File: src/rtl/core/nlqt_pkg.sv
// nlqt_pkg.sv
// shared constants, status codes and the queued word type of the link quality table
// no dependencies

package nlqt_pkg;

    localparam int TABLE_DEPTH = 16;
    localparam int IDX_W       = (TABLE_DEPTH > 1) ? $clog2(TABLE_DEPTH) : 1;
    localparam int CNT_W       = $clog2(TABLE_DEPTH + 1);

    localparam int QUEUE_DEPTH = 2;
    localparam int QPTR_W      = (QUEUE_DEPTH > 1) ? $clog2(QUEUE_DEPTH) : 1;
    localparam int QFILL_W     = $clog2(QUEUE_DEPTH + 1);

    localparam int FIELD_W     = 16;
    localparam int STATUS_W    = 3;
    localparam int ENTRY_IDX_W = 4;

    localparam logic CMD_PING   = 1'b0;
    localparam logic CMD_REPORT = 1'b1;

    localparam logic [STATUS_W-1:0] ST_UPDATED      = 3'd0;
    localparam logic [STATUS_W-1:0] ST_INSERTED     = 3'd1;
    localparam logic [STATUS_W-1:0] ST_DROPPED      = 3'd2;
    localparam logic [STATUS_W-1:0] ST_REPORT_ENTRY = 3'd3;
    localparam logic [STATUS_W-1:0] ST_REPORT_EMPTY = 3'd4;

    typedef struct packed {
        logic               is_report;
        logic [FIELD_W-1:0] addr;
        logic [FIELD_W-1:0] strength;
        logic [FIELD_W-1:0] quality;
    } op_t;

    typedef struct packed {
        logic valid;
        logic full;
    } queue_status_t;

endpackage

File: src/rtl/core/neighbour_link_quality_table.sv
// neighbour_link_quality_table.sv
// top level of the neighbour link quality table
// depends on nlqt_pkg, nlqt_front, nlqt_queue and nlqt_back
//
// usage:
//   request channel (req_valid / req_stall): one word per event, cmd selects
//   a ping (address, strength, quality) or a report tick
//   response channel (rsp_valid / rsp_stall): a ping gives one word with
//   status updated, inserted or dropped; a report gives one word per filled
//   slot in slot order, or a single report-empty word; last marks the final
//   word of each event
//   flow: a request word is registered, queued, then scanned one table
//   slot per cycle, unless a stalled response holds the scan, through the
//   single read port of the table memory; a report then gives one word per
//   cycle while the response is not stalled; the back part takes the next
//   event from the queue only once the last one is done, the scan covering
//   the filled slots (at most 16)
//   reset: clears the fill count, the queue and all valids; table contents
//   stay undefined and are never read before written
//   stall: a held response keeps its word; a report scan or a ping result waits
//   while the request side keeps filling the two-word queue, then stalls

module neighbour_link_quality_table
(
    input  logic                                clk,
    input  logic                                rst_n,
    // request channel
    input  logic                                req_valid,
    output logic                                req_stall,
    input  logic                                cmd,
    input  logic [nlqt_pkg::FIELD_W-1:0]        sender_address,
    input  logic [nlqt_pkg::FIELD_W-1:0]        signal_strength,
    input  logic [nlqt_pkg::FIELD_W-1:0]        link_quality,
    // response channel
    output logic                                rsp_valid,
    input  logic                                rsp_stall,
    output logic [nlqt_pkg::STATUS_W-1:0]       status,
    output logic [nlqt_pkg::ENTRY_IDX_W-1:0]    entry_index,
    output logic [nlqt_pkg::FIELD_W-1:0]        entry_address,
    output logic [nlqt_pkg::FIELD_W-1:0]        entry_strength,
    output logic [nlqt_pkg::FIELD_W-1:0]        entry_quality,
    output logic                                last
);

    nlqt_pkg::queue_status_t q_status;
    nlqt_pkg::op_t           push_word;
    nlqt_pkg::op_t           pop_word;
    logic                    push;
    logic                    pop;

    // front: registers and classifies the request word
    nlqt_front u_front
    (
        .clk             (clk),
        .rst_n           (rst_n),
        .req_valid       (req_valid),
        .req_stall       (req_stall),
        .cmd             (cmd),
        .sender_address  (sender_address),
        .signal_strength (signal_strength),
        .link_quality    (link_quality),
        .q_status        (q_status),
        .push            (push),
        .push_word       (push_word)
    );

    // two-word queue decouples the two sides
    nlqt_queue u_queue
    (
        .clk       (clk),
        .rst_n     (rst_n),
        .push      (push),
        .push_word (push_word),
        .pop       (pop),
        .pop_word  (pop_word),
        .q_status  (q_status)
    );

    // back: table scan, update / insert and report stream
    nlqt_back u_back
    (
        .clk            (clk),
        .rst_n          (rst_n),
        .q_status       (q_status),
        .pop_word       (pop_word),
        .pop            (pop),
        .rsp_valid      (rsp_valid),
        .rsp_stall      (rsp_stall),
        .status         (status),
        .entry_index    (entry_index),
        .entry_address  (entry_address),
        .entry_strength (entry_strength),
        .entry_quality  (entry_quality),
        .last           (last)
    );

endmodule

File: src/rtl/core/nlqt_front.sv
// nlqt_front.sv
// input stage: registers one word, classifies it as ping or report and hands it on
// depends on nlqt_pkg

module nlqt_front
(
    input  logic                              clk,
    input  logic                              rst_n,
    input  logic                              req_valid,
    output logic                              req_stall,
    input  logic                              cmd,
    input  logic [nlqt_pkg::FIELD_W-1:0]      sender_address,
    input  logic [nlqt_pkg::FIELD_W-1:0]      signal_strength,
    input  logic [nlqt_pkg::FIELD_W-1:0]      link_quality,
    input  nlqt_pkg::queue_status_t           q_status,
    output logic                              push,
    output nlqt_pkg::op_t                     push_word
);

    logic          word_valid_reg;
    logic          word_valid_next;
    nlqt_pkg::op_t word_reg;
    logic          accept;

    assign req_stall = word_valid_reg && q_status.full;
    assign accept    = req_valid && !req_stall;
    assign push      = word_valid_reg && !q_status.full;
    assign push_word = word_reg;

    always_comb
    begin
        word_valid_next = word_valid_reg;
        if (accept)
        begin
            word_valid_next = 1'b1;
        end
        else if (push)
        begin
            word_valid_next = 1'b0;
        end
    end

    always_ff @(posedge clk or negedge rst_n)
    begin
        if (!rst_n)
        begin
            word_valid_reg <= 1'b0;
        end
        else
        begin
            word_valid_reg <= word_valid_next;
        end
    end

    always_ff @(posedge clk)
    begin
        if (accept)
        begin
            word_reg.is_report <= (cmd == nlqt_pkg::CMD_REPORT);
            word_reg.addr      <= sender_address;
            word_reg.strength  <= signal_strength;
            word_reg.quality   <= link_quality;
        end
    end

endmodule

File: src/rtl/core/nlqt_queue.sv
// nlqt_queue.sv
// short word queue between the front and back parts
// depends on nlqt_pkg

module nlqt_queue
(
    input  logic                    clk,
    input  logic                    rst_n,
    input  logic                    push,
    input  nlqt_pkg::op_t           push_word,
    input  logic                    pop,
    output nlqt_pkg::op_t           pop_word,
    output nlqt_pkg::queue_status_t q_status
);

    nlqt_pkg::op_t                      slot_reg [nlqt_pkg::QUEUE_DEPTH];
    logic [nlqt_pkg::QPTR_W-1:0]        wr_ptr_reg;
    logic [nlqt_pkg::QPTR_W-1:0]        wr_ptr_next;
    logic [nlqt_pkg::QPTR_W-1:0]        rd_ptr_reg;
    logic [nlqt_pkg::QPTR_W-1:0]        rd_ptr_next;
    logic [nlqt_pkg::QFILL_W-1:0]       fill_reg;
    logic [nlqt_pkg::QFILL_W-1:0]       fill_next;
    logic                               do_push;
    logic                               do_pop;

    localparam logic [nlqt_pkg::QPTR_W-1:0]  PTR_LAST =
        nlqt_pkg::QPTR_W'(nlqt_pkg::QUEUE_DEPTH - 1);
    localparam logic [nlqt_pkg::QFILL_W-1:0] FILL_FULL =
        nlqt_pkg::QFILL_W'(nlqt_pkg::QUEUE_DEPTH);

    assign q_status.valid = (fill_reg != '0);
    assign q_status.full  = (fill_reg == FILL_FULL);
    assign do_push        = push && !q_status.full;
    assign do_pop         = pop && q_status.valid;
    assign pop_word       = slot_reg[rd_ptr_reg];

    always_comb
    begin
        wr_ptr_next = wr_ptr_reg;
        rd_ptr_next = rd_ptr_reg;
        fill_next   = fill_reg;
        if (do_push)
        begin
            wr_ptr_next = (wr_ptr_reg == PTR_LAST) ? '0 : wr_ptr_reg + 1'b1;
        end
        if (do_pop)
        begin
            rd_ptr_next = (rd_ptr_reg == PTR_LAST) ? '0 : rd_ptr_reg + 1'b1;
        end
        if (do_push && !do_pop)
        begin
            fill_next = fill_reg + 1'b1;
        end
        else if (do_pop && !do_push)
        begin
            fill_next = fill_reg - 1'b1;
        end
    end

    always_ff @(posedge clk or negedge rst_n)
    begin
        if (!rst_n)
        begin
            wr_ptr_reg <= '0;
            rd_ptr_reg <= '0;
            fill_reg   <= '0;
        end
        else
        begin
            wr_ptr_reg <= wr_ptr_next;
            rd_ptr_reg <= rd_ptr_next;
            fill_reg   <= fill_next;
        end
    end

    always_ff @(posedge clk)
    begin
        if (do_push)
        begin
            slot_reg[wr_ptr_reg] <= push_word;
        end
    end

endmodule

File: src/rtl/core/nlqt_back.sv
// nlqt_back.sv
// back part: table memories, scan sequencer and result register
// depends on nlqt_pkg

module nlqt_back
(
    input  logic                                clk,
    input  logic                                rst_n,
    input  nlqt_pkg::queue_status_t             q_status,
    input  nlqt_pkg::op_t                       pop_word,
    output logic                                pop,
    output logic                                rsp_valid,
    input  logic                                rsp_stall,
    output logic [nlqt_pkg::STATUS_W-1:0]       status,
    output logic [nlqt_pkg::ENTRY_IDX_W-1:0]    entry_index,
    output logic [nlqt_pkg::FIELD_W-1:0]        entry_address,
    output logic [nlqt_pkg::FIELD_W-1:0]        entry_strength,
    output logic [nlqt_pkg::FIELD_W-1:0]        entry_quality,
    output logic                                last
);

    localparam logic S_IDLE = 1'b0;
    localparam logic S_SCAN = 1'b1;

    localparam logic [nlqt_pkg::CNT_W-1:0] CNT_FULL = nlqt_pkg::CNT_W'(nlqt_pkg::TABLE_DEPTH);

    // table memories
    logic [nlqt_pkg::FIELD_W-1:0] addr_mem [nlqt_pkg::TABLE_DEPTH];
    logic [nlqt_pkg::FIELD_W-1:0] str_mem  [nlqt_pkg::TABLE_DEPTH];
    logic [nlqt_pkg::FIELD_W-1:0] qual_mem [nlqt_pkg::TABLE_DEPTH];

    logic                             state_reg;
    logic                             state_next;
    nlqt_pkg::op_t                    op_reg;
    logic [nlqt_pkg::CNT_W-1:0]       count_reg;
    logic [nlqt_pkg::CNT_W-1:0]       count_next;
    logic [nlqt_pkg::CNT_W-1:0]       issue_reg;
    logic [nlqt_pkg::CNT_W-1:0]       issue_next;
    logic                             rd_valid_reg;
    logic                             rd_valid_next;
    logic [nlqt_pkg::IDX_W-1:0]       rd_idx_reg;
    logic [nlqt_pkg::FIELD_W-1:0]     rd_addr_reg;
    logic [nlqt_pkg::FIELD_W-1:0]     rd_str_reg;
    logic [nlqt_pkg::FIELD_W-1:0]     rd_qual_reg;

    logic                             out_valid_reg;
    logic                             out_valid_next;
    logic [nlqt_pkg::STATUS_W-1:0]    out_status_reg;
    logic [nlqt_pkg::STATUS_W-1:0]    out_status_next;
    logic [nlqt_pkg::ENTRY_IDX_W-1:0] out_index_reg;
    logic [nlqt_pkg::ENTRY_IDX_W-1:0] out_index_next;
    logic [nlqt_pkg::FIELD_W-1:0]     out_addr_reg;
    logic [nlqt_pkg::FIELD_W-1:0]     out_addr_next;
    logic [nlqt_pkg::FIELD_W-1:0]     out_str_reg;
    logic [nlqt_pkg::FIELD_W-1:0]     out_str_next;
    logic [nlqt_pkg::FIELD_W-1:0]     out_qual_reg;
    logic [nlqt_pkg::FIELD_W-1:0]     out_qual_next;
    logic                             out_last_reg;
    logic                             out_last_next;

    logic                             out_free;
    logic                             scanning;
    logic                             hit;
    logic                             consume;
    logic                             issue;
    logic                             scan_done;
    logic                             emit;
    logic                             upd_en;
    logic                             ins_en;
    logic                             table_full;
    logic                             rd_is_last;

    assign out_free   = !out_valid_reg || !rsp_stall;
    assign scanning   = (state_reg == S_SCAN);
    assign table_full = (count_reg == CNT_FULL);
    assign hit        = scanning && rd_valid_reg && !op_reg.is_report
                        && (rd_addr_reg == op_reg.addr);
    // a miss on a ping frees the read register without needing the output
    assign consume    = scanning && rd_valid_reg && (out_free || (!op_reg.is_report && !hit));
    assign issue      = scanning && (issue_reg < count_reg) && (!rd_valid_reg || consume);
    assign scan_done  = scanning && !rd_valid_reg && (issue_reg == count_reg);
    assign upd_en     = hit && out_free;
    assign ins_en     = scan_done && out_free && !op_reg.is_report && !table_full;
    assign rd_is_last = ((nlqt_pkg::CNT_W'(rd_idx_reg) + nlqt_pkg::CNT_W'(1)) == count_reg);
    assign pop        = (state_reg == S_IDLE) && q_status.valid;
    assign emit       = (consume && (op_reg.is_report || hit))
                        || (scan_done && out_free
                            && (!op_reg.is_report || (count_reg == '0)));

    always_comb
    begin
        state_next    = state_reg;
        count_next    = count_reg;
        issue_next    = issue_reg;
        rd_valid_next = rd_valid_reg;

        if (issue)
        begin
            issue_next    = issue_reg + 1'b1;
            rd_valid_next = 1'b1;
        end
        else if (consume)
        begin
            rd_valid_next = 1'b0;
        end

        if (ins_en)
        begin
            count_next = count_reg + 1'b1;
        end

        unique case (state_reg)
            S_IDLE:
            begin
                if (pop)
                begin
                    state_next    = S_SCAN;
                    issue_next    = '0;
                    rd_valid_next = 1'b0;
                end
            end
            S_SCAN:
            begin
                if (upd_en || (scan_done && out_free))
                begin
                    state_next    = S_IDLE;
                    rd_valid_next = 1'b0;
                end
            end
            default:
            begin
                state_next = S_IDLE;
            end
        endcase
    end

    // result word
    always_comb
    begin
        out_valid_next  = out_valid_reg && rsp_stall;
        out_status_next = out_status_reg;
        out_index_next  = out_index_reg;
        out_addr_next   = out_addr_reg;
        out_str_next    = out_str_reg;
        out_qual_next   = out_qual_reg;
        out_last_next   = out_last_reg;
        if (emit)
        begin
            out_valid_next = 1'b1;
            out_last_next  = 1'b1;
            priority if (op_reg.is_report && rd_valid_reg)
            begin
                out_status_next = nlqt_pkg::ST_REPORT_ENTRY;
                out_index_next  = nlqt_pkg::ENTRY_IDX_W'(rd_idx_reg);
                out_addr_next   = rd_addr_reg;
                out_str_next    = rd_str_reg;
                out_qual_next   = rd_qual_reg;
                out_last_next   = rd_is_last;
            end
            else if (op_reg.is_report)
            begin
                out_status_next = nlqt_pkg::ST_REPORT_EMPTY;
                out_index_next  = '0;
                out_addr_next   = '0;
                out_str_next    = '0;
                out_qual_next   = '0;
            end
            else if (hit)
            begin
                out_status_next = nlqt_pkg::ST_UPDATED;
                out_index_next  = nlqt_pkg::ENTRY_IDX_W'(rd_idx_reg);
                out_addr_next   = op_reg.addr;
                out_str_next    = op_reg.strength;
                out_qual_next   = op_reg.quality;
            end
            else if (table_full)
            begin
                out_status_next = nlqt_pkg::ST_DROPPED;
                out_index_next  = '0;
                out_addr_next   = op_reg.addr;
                out_str_next    = op_reg.strength;
                out_qual_next   = op_reg.quality;
            end
            else
            begin
                out_status_next = nlqt_pkg::ST_INSERTED;
                out_index_next  = nlqt_pkg::ENTRY_IDX_W'(count_reg);
                out_addr_next   = op_reg.addr;
                out_str_next    = op_reg.strength;
                out_qual_next   = op_reg.quality;
            end
        end
    end

    always_ff @(posedge clk or negedge rst_n)
    begin
        if (!rst_n)
        begin
            state_reg     <= S_IDLE;
            count_reg     <= '0;
            issue_reg     <= '0;
            rd_valid_reg  <= 1'b0;
            out_valid_reg <= 1'b0;
        end
        else
        begin
            state_reg     <= state_next;
            count_reg     <= count_next;
            issue_reg     <= issue_next;
            rd_valid_reg  <= rd_valid_next;
            out_valid_reg <= out_valid_next;
        end
    end

    always_ff @(posedge clk)
    begin
        if (pop)
        begin
            op_reg <= pop_word;
        end
        out_status_reg <= out_status_next;
        out_index_reg  <= out_index_next;
        out_addr_reg   <= out_addr_next;
        out_str_reg    <= out_str_next;
        out_qual_reg   <= out_qual_next;
        out_last_reg   <= out_last_next;
    end

    // memory read port, data registered with its slot number
    always_ff @(posedge clk)
    begin
        if (issue)
        begin
            rd_idx_reg  <= issue_reg[nlqt_pkg::IDX_W-1:0];
            rd_addr_reg <= addr_mem[issue_reg[nlqt_pkg::IDX_W-1:0]];
            rd_str_reg  <= str_mem[issue_reg[nlqt_pkg::IDX_W-1:0]];
            rd_qual_reg <= qual_mem[issue_reg[nlqt_pkg::IDX_W-1:0]];
        end
    end

    // memory write port
    always_ff @(posedge clk)
    begin
        if (ins_en)
        begin
            addr_mem[count_reg[nlqt_pkg::IDX_W-1:0]] <= op_reg.addr;
            str_mem[count_reg[nlqt_pkg::IDX_W-1:0]]  <= op_reg.strength;
            qual_mem[count_reg[nlqt_pkg::IDX_W-1:0]] <= op_reg.quality;
        end
        else if (upd_en)
        begin
            str_mem[rd_idx_reg]  <= op_reg.strength;
            qual_mem[rd_idx_reg] <= op_reg.quality;
        end
    end

    assign rsp_valid      = out_valid_reg;
    assign status         = out_status_reg;
    assign entry_index    = out_index_reg;
    assign entry_address  = out_addr_reg;
    assign entry_strength = out_str_reg;
    assign entry_quality  = out_qual_reg;
    assign last           = out_last_reg;

endmodule

File: config.mk
export PLATFORM = sky130hd
export DESIGN_NAME = neighbour_link_quality_table
export DESIGN_NICKNAME = d
export VERILOG_FILES = /design/src/rtl/core/nlqt_pkg.sv /design/src/rtl/core/neighbour_link_quality_table.sv /design/src/rtl/core/nlqt_front.sv /design/src/rtl/core/nlqt_queue.sv /design/src/rtl/core/nlqt_back.sv
export SDC_FILE = /design/constraint.sdc
export NUM_CORES = 1
export LEC_CHECK = 0
export BUFFER_PORTS_ARGS = -buffer_cell sky130_fd_sc_hd__buf_4
export CORE_MARGIN = 2
export CORE_UTILIZATION = 45
export DETAILED_ROUTE_END_ITERATION = 16
export PLACE_DENSITY = 0.64
export SLEW_MARGIN = 10
export SYNTH_ARGS = -nofsm -noshare
export SYNTH_HDL_FRONTEND = slang
export SYNTH_SLANG_ARGS = --single-unit
File: constraint.sdc
create_clock -name clk -period 18.4 [get_ports clk]
set_clock_uncertainty 0.1 [all_clocks]
set_input_delay 3.68 -clock clk [delete_from_list [all_inputs] [get_ports clk]]
set_output_delay 3.68 -clock clk [all_outputs]
set_load 0.02 [all_outputs]
* Word-level counts from Yosys, hierarchy flattened
Memory sizes are Yosys's and may differ from the RTL's. A register that Yosys moved wholly into a read port is not among the register bits.
Index checks and enable logic that the tools add are counted.
** Storage, ports and cells
- Flip-flop bits (word level) :: 127
- RAM bits :: 866
- Input port bits :: 53
- Output and inout port bits :: 58
- Logic and storage cells :: 130
- Memories kept :: 4
** Operators by class
- $add $sub $neg :: 7
- $lt $le $gt $ge :: 1
- Equality and inequality tests :: 5
- Muxes and demuxes :: 44
- Bitwise gates (word level) :: 1
- Reductions and logical operators :: 48
** Memory list
- u_back.addr_mem :: words 16, width 16, rd ports 1, clocked after memory_dff 1, wr ports 1, line nlqt_back.sv:28 : logic [nlqt_pkg::FIELD_W-1:0] addr_mem [nlqt_pkg::TABLE_DEPTH];
- u_back.qual_mem :: words 16, width 16, rd ports 1, clocked after memory_dff 1, wr ports 1, line nlqt_back.sv:30 : logic [nlqt_pkg::FIELD_W-1:0] qual_mem [nlqt_pkg::TABLE_DEPTH];
- u_back.str_mem :: words 16, width 16, rd ports 1, clocked after memory_dff 1, wr ports 1, line nlqt_back.sv:29 : logic [nlqt_pkg::FIELD_W-1:0] str_mem [nlqt_pkg::TABLE_DEPTH];
- u_queue.slot_reg :: words 2, width 49, rd ports 1, clocked after memory_dff 1, wr ports 1, line nlqt_queue.sv:16 : nlqt_pkg::op_t slot_reg [nlqt_pkg::QUEUE_DEPTH];
** Operators by type and width (count)
- $mux W16 :: 8
- $reduce_or A16 Y1 :: 2
- $logic_and A1 B1 Y1 :: 25
- $mux W4 :: 6
- $mux W1 :: 20
- $eq A16 B16 Y1 :: 1
- $mux W5 :: 3
- $add A5 B1 Y5 const B :: 2
- $eq A5 B5 Y1 :: 2
- $logic_not A1 Y1 :: 10
- $logic_or A1 B1 Y1 :: 7
- $mux W2 :: 3
- $mux W3 :: 2
- $reduce_bool A2 Y1 :: 3
- $add A4 B1 Y5 const B :: 1
- $eq A5 B5 Y1 const B :: 1
- $logic_not A5 Y1 :: 1
- $lt A5 B5 Y1 :: 1
- $pmux W1 S2 :: 2
- $add A1 B1 Y1 const B :: 2
- $add A2 B1 Y2 const B :: 1
- $eq A2 B2 Y1 const B :: 1
- $sub A2 B1 Y2 const B :: 1
- $not A1 Y1 :: 1

* Depth between registers and ports, before layout
- Word-level depth :: 12
- Gate-level depth with buffers :: 12
- Mapped depth without buffers :: 8

* Modules after synthesis
From an unflattened synthesis, not the netlist that was laid out.
** Unflattened totals
- Cell total of the unflattened synthesis :: 1708
- Area total of the unflattened synthesis :: 41106.9 µm²
** Modules (own cells, without submodules)
- nlqt_back :: instances 1, cells an instance 1482, area an instance 35587.9 µm², seq. area each 28102.0 µm²
- nlqt_queue :: instances 1, cells an instance 172, area an instance 3990.1 µm², seq. area each 3042.9 µm²
- nlqt_front :: instances 1, cells an instance 54, area an instance 1529.0 µm², seq. area each 1496.4 µm²

* Worst setup path after synthesis
No wires, ideal clock.
- Path type :: input to register
- Start point :: in rsp_stall
- End point :: reg u_back.out_addr_reg, in the netlist u_back.entry_address[0] (enable)
- Library setup time :: 0.547 ns
- Data arrival time :: 7.834 ns
- Required time :: 17.753 ns
- Slack :: 9.919 ns
- Stages on the path :: 2
- Buffers on the path :: 0
- Path through :: and2_2 o21ai_0
** On the way
- Longest elaborated chain between the ends :: 6
- Elaborated cells on any way between the ends :: 8
- Classes of those cells :: reduce/logical: 8
** Ends and longest elaborated chain
- from (decl) :: line neighbour_link_quality_table.sv:36 : input logic rsp_stall,
- $logic_not A1 Y1 (*) :: line nlqt_back.sv:73 : assign out_free = !out_valid_reg || !rsp_stall;
- $logic_or A1 B1 Y1 (*) :: line nlqt_back.sv:73
- $logic_or A1 B1 Y1 :: line nlqt_back.sv:79 : assign consume = scanning && rd_valid_reg && (out_free || (!op_reg.is_report && !hit));
- $logic_and A1 B1 Y1 :: line nlqt_back.sv:79
- $logic_and A1 B1 Y1 :: line nlqt_back.sv:86 : assign emit = (consume && (op_reg.is_report || hit))
- $logic_or A1 B1 Y1 (*) :: line nlqt_back.sv:87 : || (scan_done && out_free
- named net u_back.emit :: line nlqt_back.sv:67 : logic emit;
- to (signal assigned) :: line nlqt_back.sv:223 : out_addr_reg <= out_addr_next;
- to (decl) :: line nlqt_back.sv:52 : logic [nlqt_pkg::FIELD_W-1:0] out_addr_reg;
The timed path passes the listed nets; every way through them passes the cells marked *.
A chain may end at the register's enable or synchronous reset.

* Final worst setup path
- Start point :: in rsp_stall
- End point :: mem u_back.qual_mem[10][3] (netlist bit) (enable)
** On the way
- Longest elaborated chain between the ends :: 9
- Elaborated cells on any way between the ends :: 14
- Classes of those cells :: mux: 7; reduce/logical: 7
** Ends and longest elaborated chain
- $logic_not A1 Y1 (*) :: line nlqt_back.sv:73
- $logic_or A1 B1 Y1 (*) :: line nlqt_back.sv:73
- $logic_and A1 B1 Y1 (3 in series) :: line nlqt_back.sv:83 : assign ins_en = scan_done && out_free && !op_reg.is_report && !table_full;
- $mux W1 :: line nlqt_back.sv:244 : if (ins_en)
- $mux W1 (not written as such) :: line nlqt_back.sv:253 : qual_mem[rd_idx_reg] <= op_reg.quality;
- $reduce_or A16 Y1 (no line)
- $mux W4 (no line) / $mux W1 (equally long branches)
- to (decl) :: line nlqt_back.sv:30
Every way passes the cells marked *; elsewhere a longest branch is shown, timed or not.

==> impl_results.md <==
* Tcrit/Tclk final at 34.5%
* Worst setup margin at ~12 ns
* DR WL/cell at about 27 um
* DRT Pass-1 Iters at 6
* Core region area at 89,900 um2
* H-tree depth at 3
* Crit path arrival time at between 6 and 7 ns
* XOR/XNOR Fraction of Synth Area at 0.517%
* P&R area growth vs syn at 14.8%
* Synth top area share at between 70% and 80%
* Hold_ws at approximately 0.34 ns
* Grt ovf at 0
* Post-DRT Antenna Nets at 0
* CP top delay family: simple AND/OR/NAND/NOR gates
* Async SR Flop Fraction at approximately 1.7%
* # hold bufs at CTS at 0
* Max stage delay on crit path at slightly below 1 ns
* Starting Density at between 40% and 50%
* Via density at between 5 and 6
* DRT met1 WL at between 30,000 and 40,000 um
* Die X at ~300 um
* DR WL met3 at between 7000 and 8000 um
* WP buf/inv at 1
* Synth area leaders: edfxtp_1 (79%), mux4_2 (13%), mux2_2 (1.4%)
* Placed insts at between 2,000 and 3,000
* Initial DRC Count at around 2,300
* Most common cell after layout, fill and taps aside: edfxtp_1
* Largest net degree at the start of global routing at ~100
* Drt drc at 0
* Pwr per Cell Area at about 150 nW/um2
* Synth Area in Compound Gates at around 1.8%
* Crit path max fanout at 32
* Met2 wire length at between 30,000 and 40,000 um
* Crit. End Element: flop
* WP data required at 18.57 ns
* Synth cell types at between 50 and 60
* Setup TNS at 0 ns
* Max IR drop VDD at roughly 0.00009 V
* Initial antenna violation count at 3
* Synth warnings at 0
* Most frequent cells in the layout: edfxtp_1 (1,072), mux4_2 (240), buf_4 (150)
* Multiplexer share of the synthesized area at between 10 and 15%
* Post-synthesis simple-gate area fraction at approximately 1.3%
* Post-synthesis sequential element count at between 1,000 and 1,500
* CP max-delay cell: o22ai_4
* Num rows at 110
* Slew Limit Fails at 0
* Clk pin slew, worst setup/hold paths at 0.06 ns
* DP HPWL at ~54,000 um
* # setup viols final at 0
* Fin nets at just under 2,000
* Routability Congestion at 0.836
* Sink Count at ~1,100
* Seq/Total Area, Yosys at roughly four fifths
* CP Cell Sequence: buf_4 -> and2_2 -> nor4_1 -> and3_1 -> nand3_1 -> o22ai_4
* Final Instance Count excl. Fillers at 3,162
* Clock Path Buffers at 3
* Layout cell share with drive strength beyond 1 at 31.7%
* Pre-CTS setup slack at 11.33 ns
* Ys flop type: edfxtp_1
* DRT Wirelength at 85,900 um
* Rel. slew slack at between 10% and 20%
* Via count at 18,300
* Post-synth EDFFs at approximately 1,100
* Total global-route track usage at between 10% and 20%
* Leak at around 15 nW
* Adder-Cell Fraction of Synth Area at 0.369%
* Buffers added on ports at 110
* Minimum clock period at roughly 6.3 ns
* Status: finished clean
* Top layer in use: met4
* Vias in the first global route at roughly 18,000
* HP Class: reg -> reg
* Synthesized cell area at about 41,000 um2
* Global-route wire length before repair at 126,000 um
* CTS tree: yes
* F_max at approximately 0.16 GHz
* Fin. Hold Viols at 0
* Max Cap Viol at 0
* RSZ-0062 raised after global routing: false
* Cell taking the most area after synthesis: edfxtp_1
* Largest family of logic cells by synthesized area: multiplexers
* Kind of critical path: in -> reg
* Worst-margin pin slew at 1.24 ns
* Synth Instances at approximately 1,700
* Die Area at 92,900 um2
* Cts repair resizes at 0
* CTS root buffer: clkbuf_16
* Post-CTS Setup Inserts at 0
* # diodes at 0
* Vert. Die Dim at around 300 um
* CTS buffer count at approximately 110
* Clock Latency Late Sink at between 0.6 and 0.7 ns
* Top Ports at approximately 110
* Syn nets at roughly 1,800
* Avg Inst Size Synth at around 24 um2
* CP startpoint kind: primary input
## cell families (layout without fill, tap and decap cells)
kind of cell | count (synthesis) | count (layout)
compound gates | 95 | 95
fa+ha+maj | 12 | 12
flops | 1090 | 1090
xor+xnor | 24 | 24
buf+inv | 104 | 370
simple gates | 101 | 101
mux | 294 | 294
## power by group
part           switching [mW]  total (mW)  internal [mW]
clock                   0.909        2.15           1.24
combinational           0.888        1.64          0.749
sequential              0.229        3.37           3.14
## cell type report
cell class	count	area (um2)
fillers	6812	43200
flip-flops and latches	1090	32700
multi-input cells	526	7850
clock buffers	130	2760
well taps	1176	1470
repair buffers	152	1170
clock inverters	66	714
inverters	22	82.6
## worst register-to-register path: stages (launching register included)
cell and delay [ns]:
edfxtp_1 0.56, inv_2 0.81, o2111ai_1 0.24, or4_4 0.60
nor3_1 0.17, buf_4 0.19, nand4b_1 0.56, o22ai_4 1.13
## stage by stage
stage	utilization (%)	power [mW]	area, um2
global route	52.0	7.44	46700
global placement	48.1	5.03	43200
detailed placement	48.1	5.07	43200
finish	52.0	7.16	46700
CTS	51.9	7.22	46700
floorplan	-	4.45	40700
## synthesized netlist by cell type (2+ instances only)
cell type	n
o2bb2ai_1	2
xor2_1	5
a32o_1	4
xnor2_1	19
inv_1	22
or4_4	2
nand4_1	3
or2b_1	2
nand2b_1	2
o21ai_0	9
ha_1	12
nand3_1	11
o32ai_1	2
dfrtp_1	18
buf_2	14
a21oi_1	4
and3_1	9
o22ai_1	12
nor2b_1	2
clkbuf_1	54
a21o_1	3
nor2_1	6
and2_1	14
mux2i_1	5
mux2_2	49
o2111ai_1	2
nor3_1	4
nand2_1	36
o21ai_1	2
a22o_1	44
buf_1	14
edfxtp_1	1072
nor4_1	2
mux4_2	240
## per-layer routing
| layer | vias up | track usage, % |
|---|---|---|
| met1 | 9669 | 30.2 |
| met3 | 105 | 3.94 |
| met4 | 0 | 3.90 |
| met2 | 830 | 25.8 |
| li1 | 7647 | - |
| met5 | - | 0 |
## path summary, 6_finish.rpt
| path | start | endpoint | slack (ns) | cells after the start |
|---|---|---|---|---|
| setup reg to reg | u_back.op_reg[48]$_DFFE_PP_ | u_back.str_mem[11][13]$_DFFE_PP_ | 13.62 | 7 |
| min in group asynchronous | rst_n | u_back.count_reg[3]$_DFFE_PN0P_ | 2.82 | 1 |
| hold reg to reg | u_front.push_word[46]$_DFFE_PP_ | u_queue.slot_reg[1][46]$_DFFE_PP_ | 0.34 | 0 |
| hold / removal | u_front.push_word[46]$_DFFE_PP_ | u_queue.slot_reg[1][46]$_DFFE_PP_ | 0.34 | 0 |
| setup / recovery | rsp_stall | u_back.qual_mem[10][3]$_DFFE_PP_ | 12.05 | 6 |
| max in group asynchronous | rst_n | u_back.issue_reg[1]$_DFF_PN0_ | 15.04 | 1 |
No activity file was read; power rests on OpenSTA's default activity.
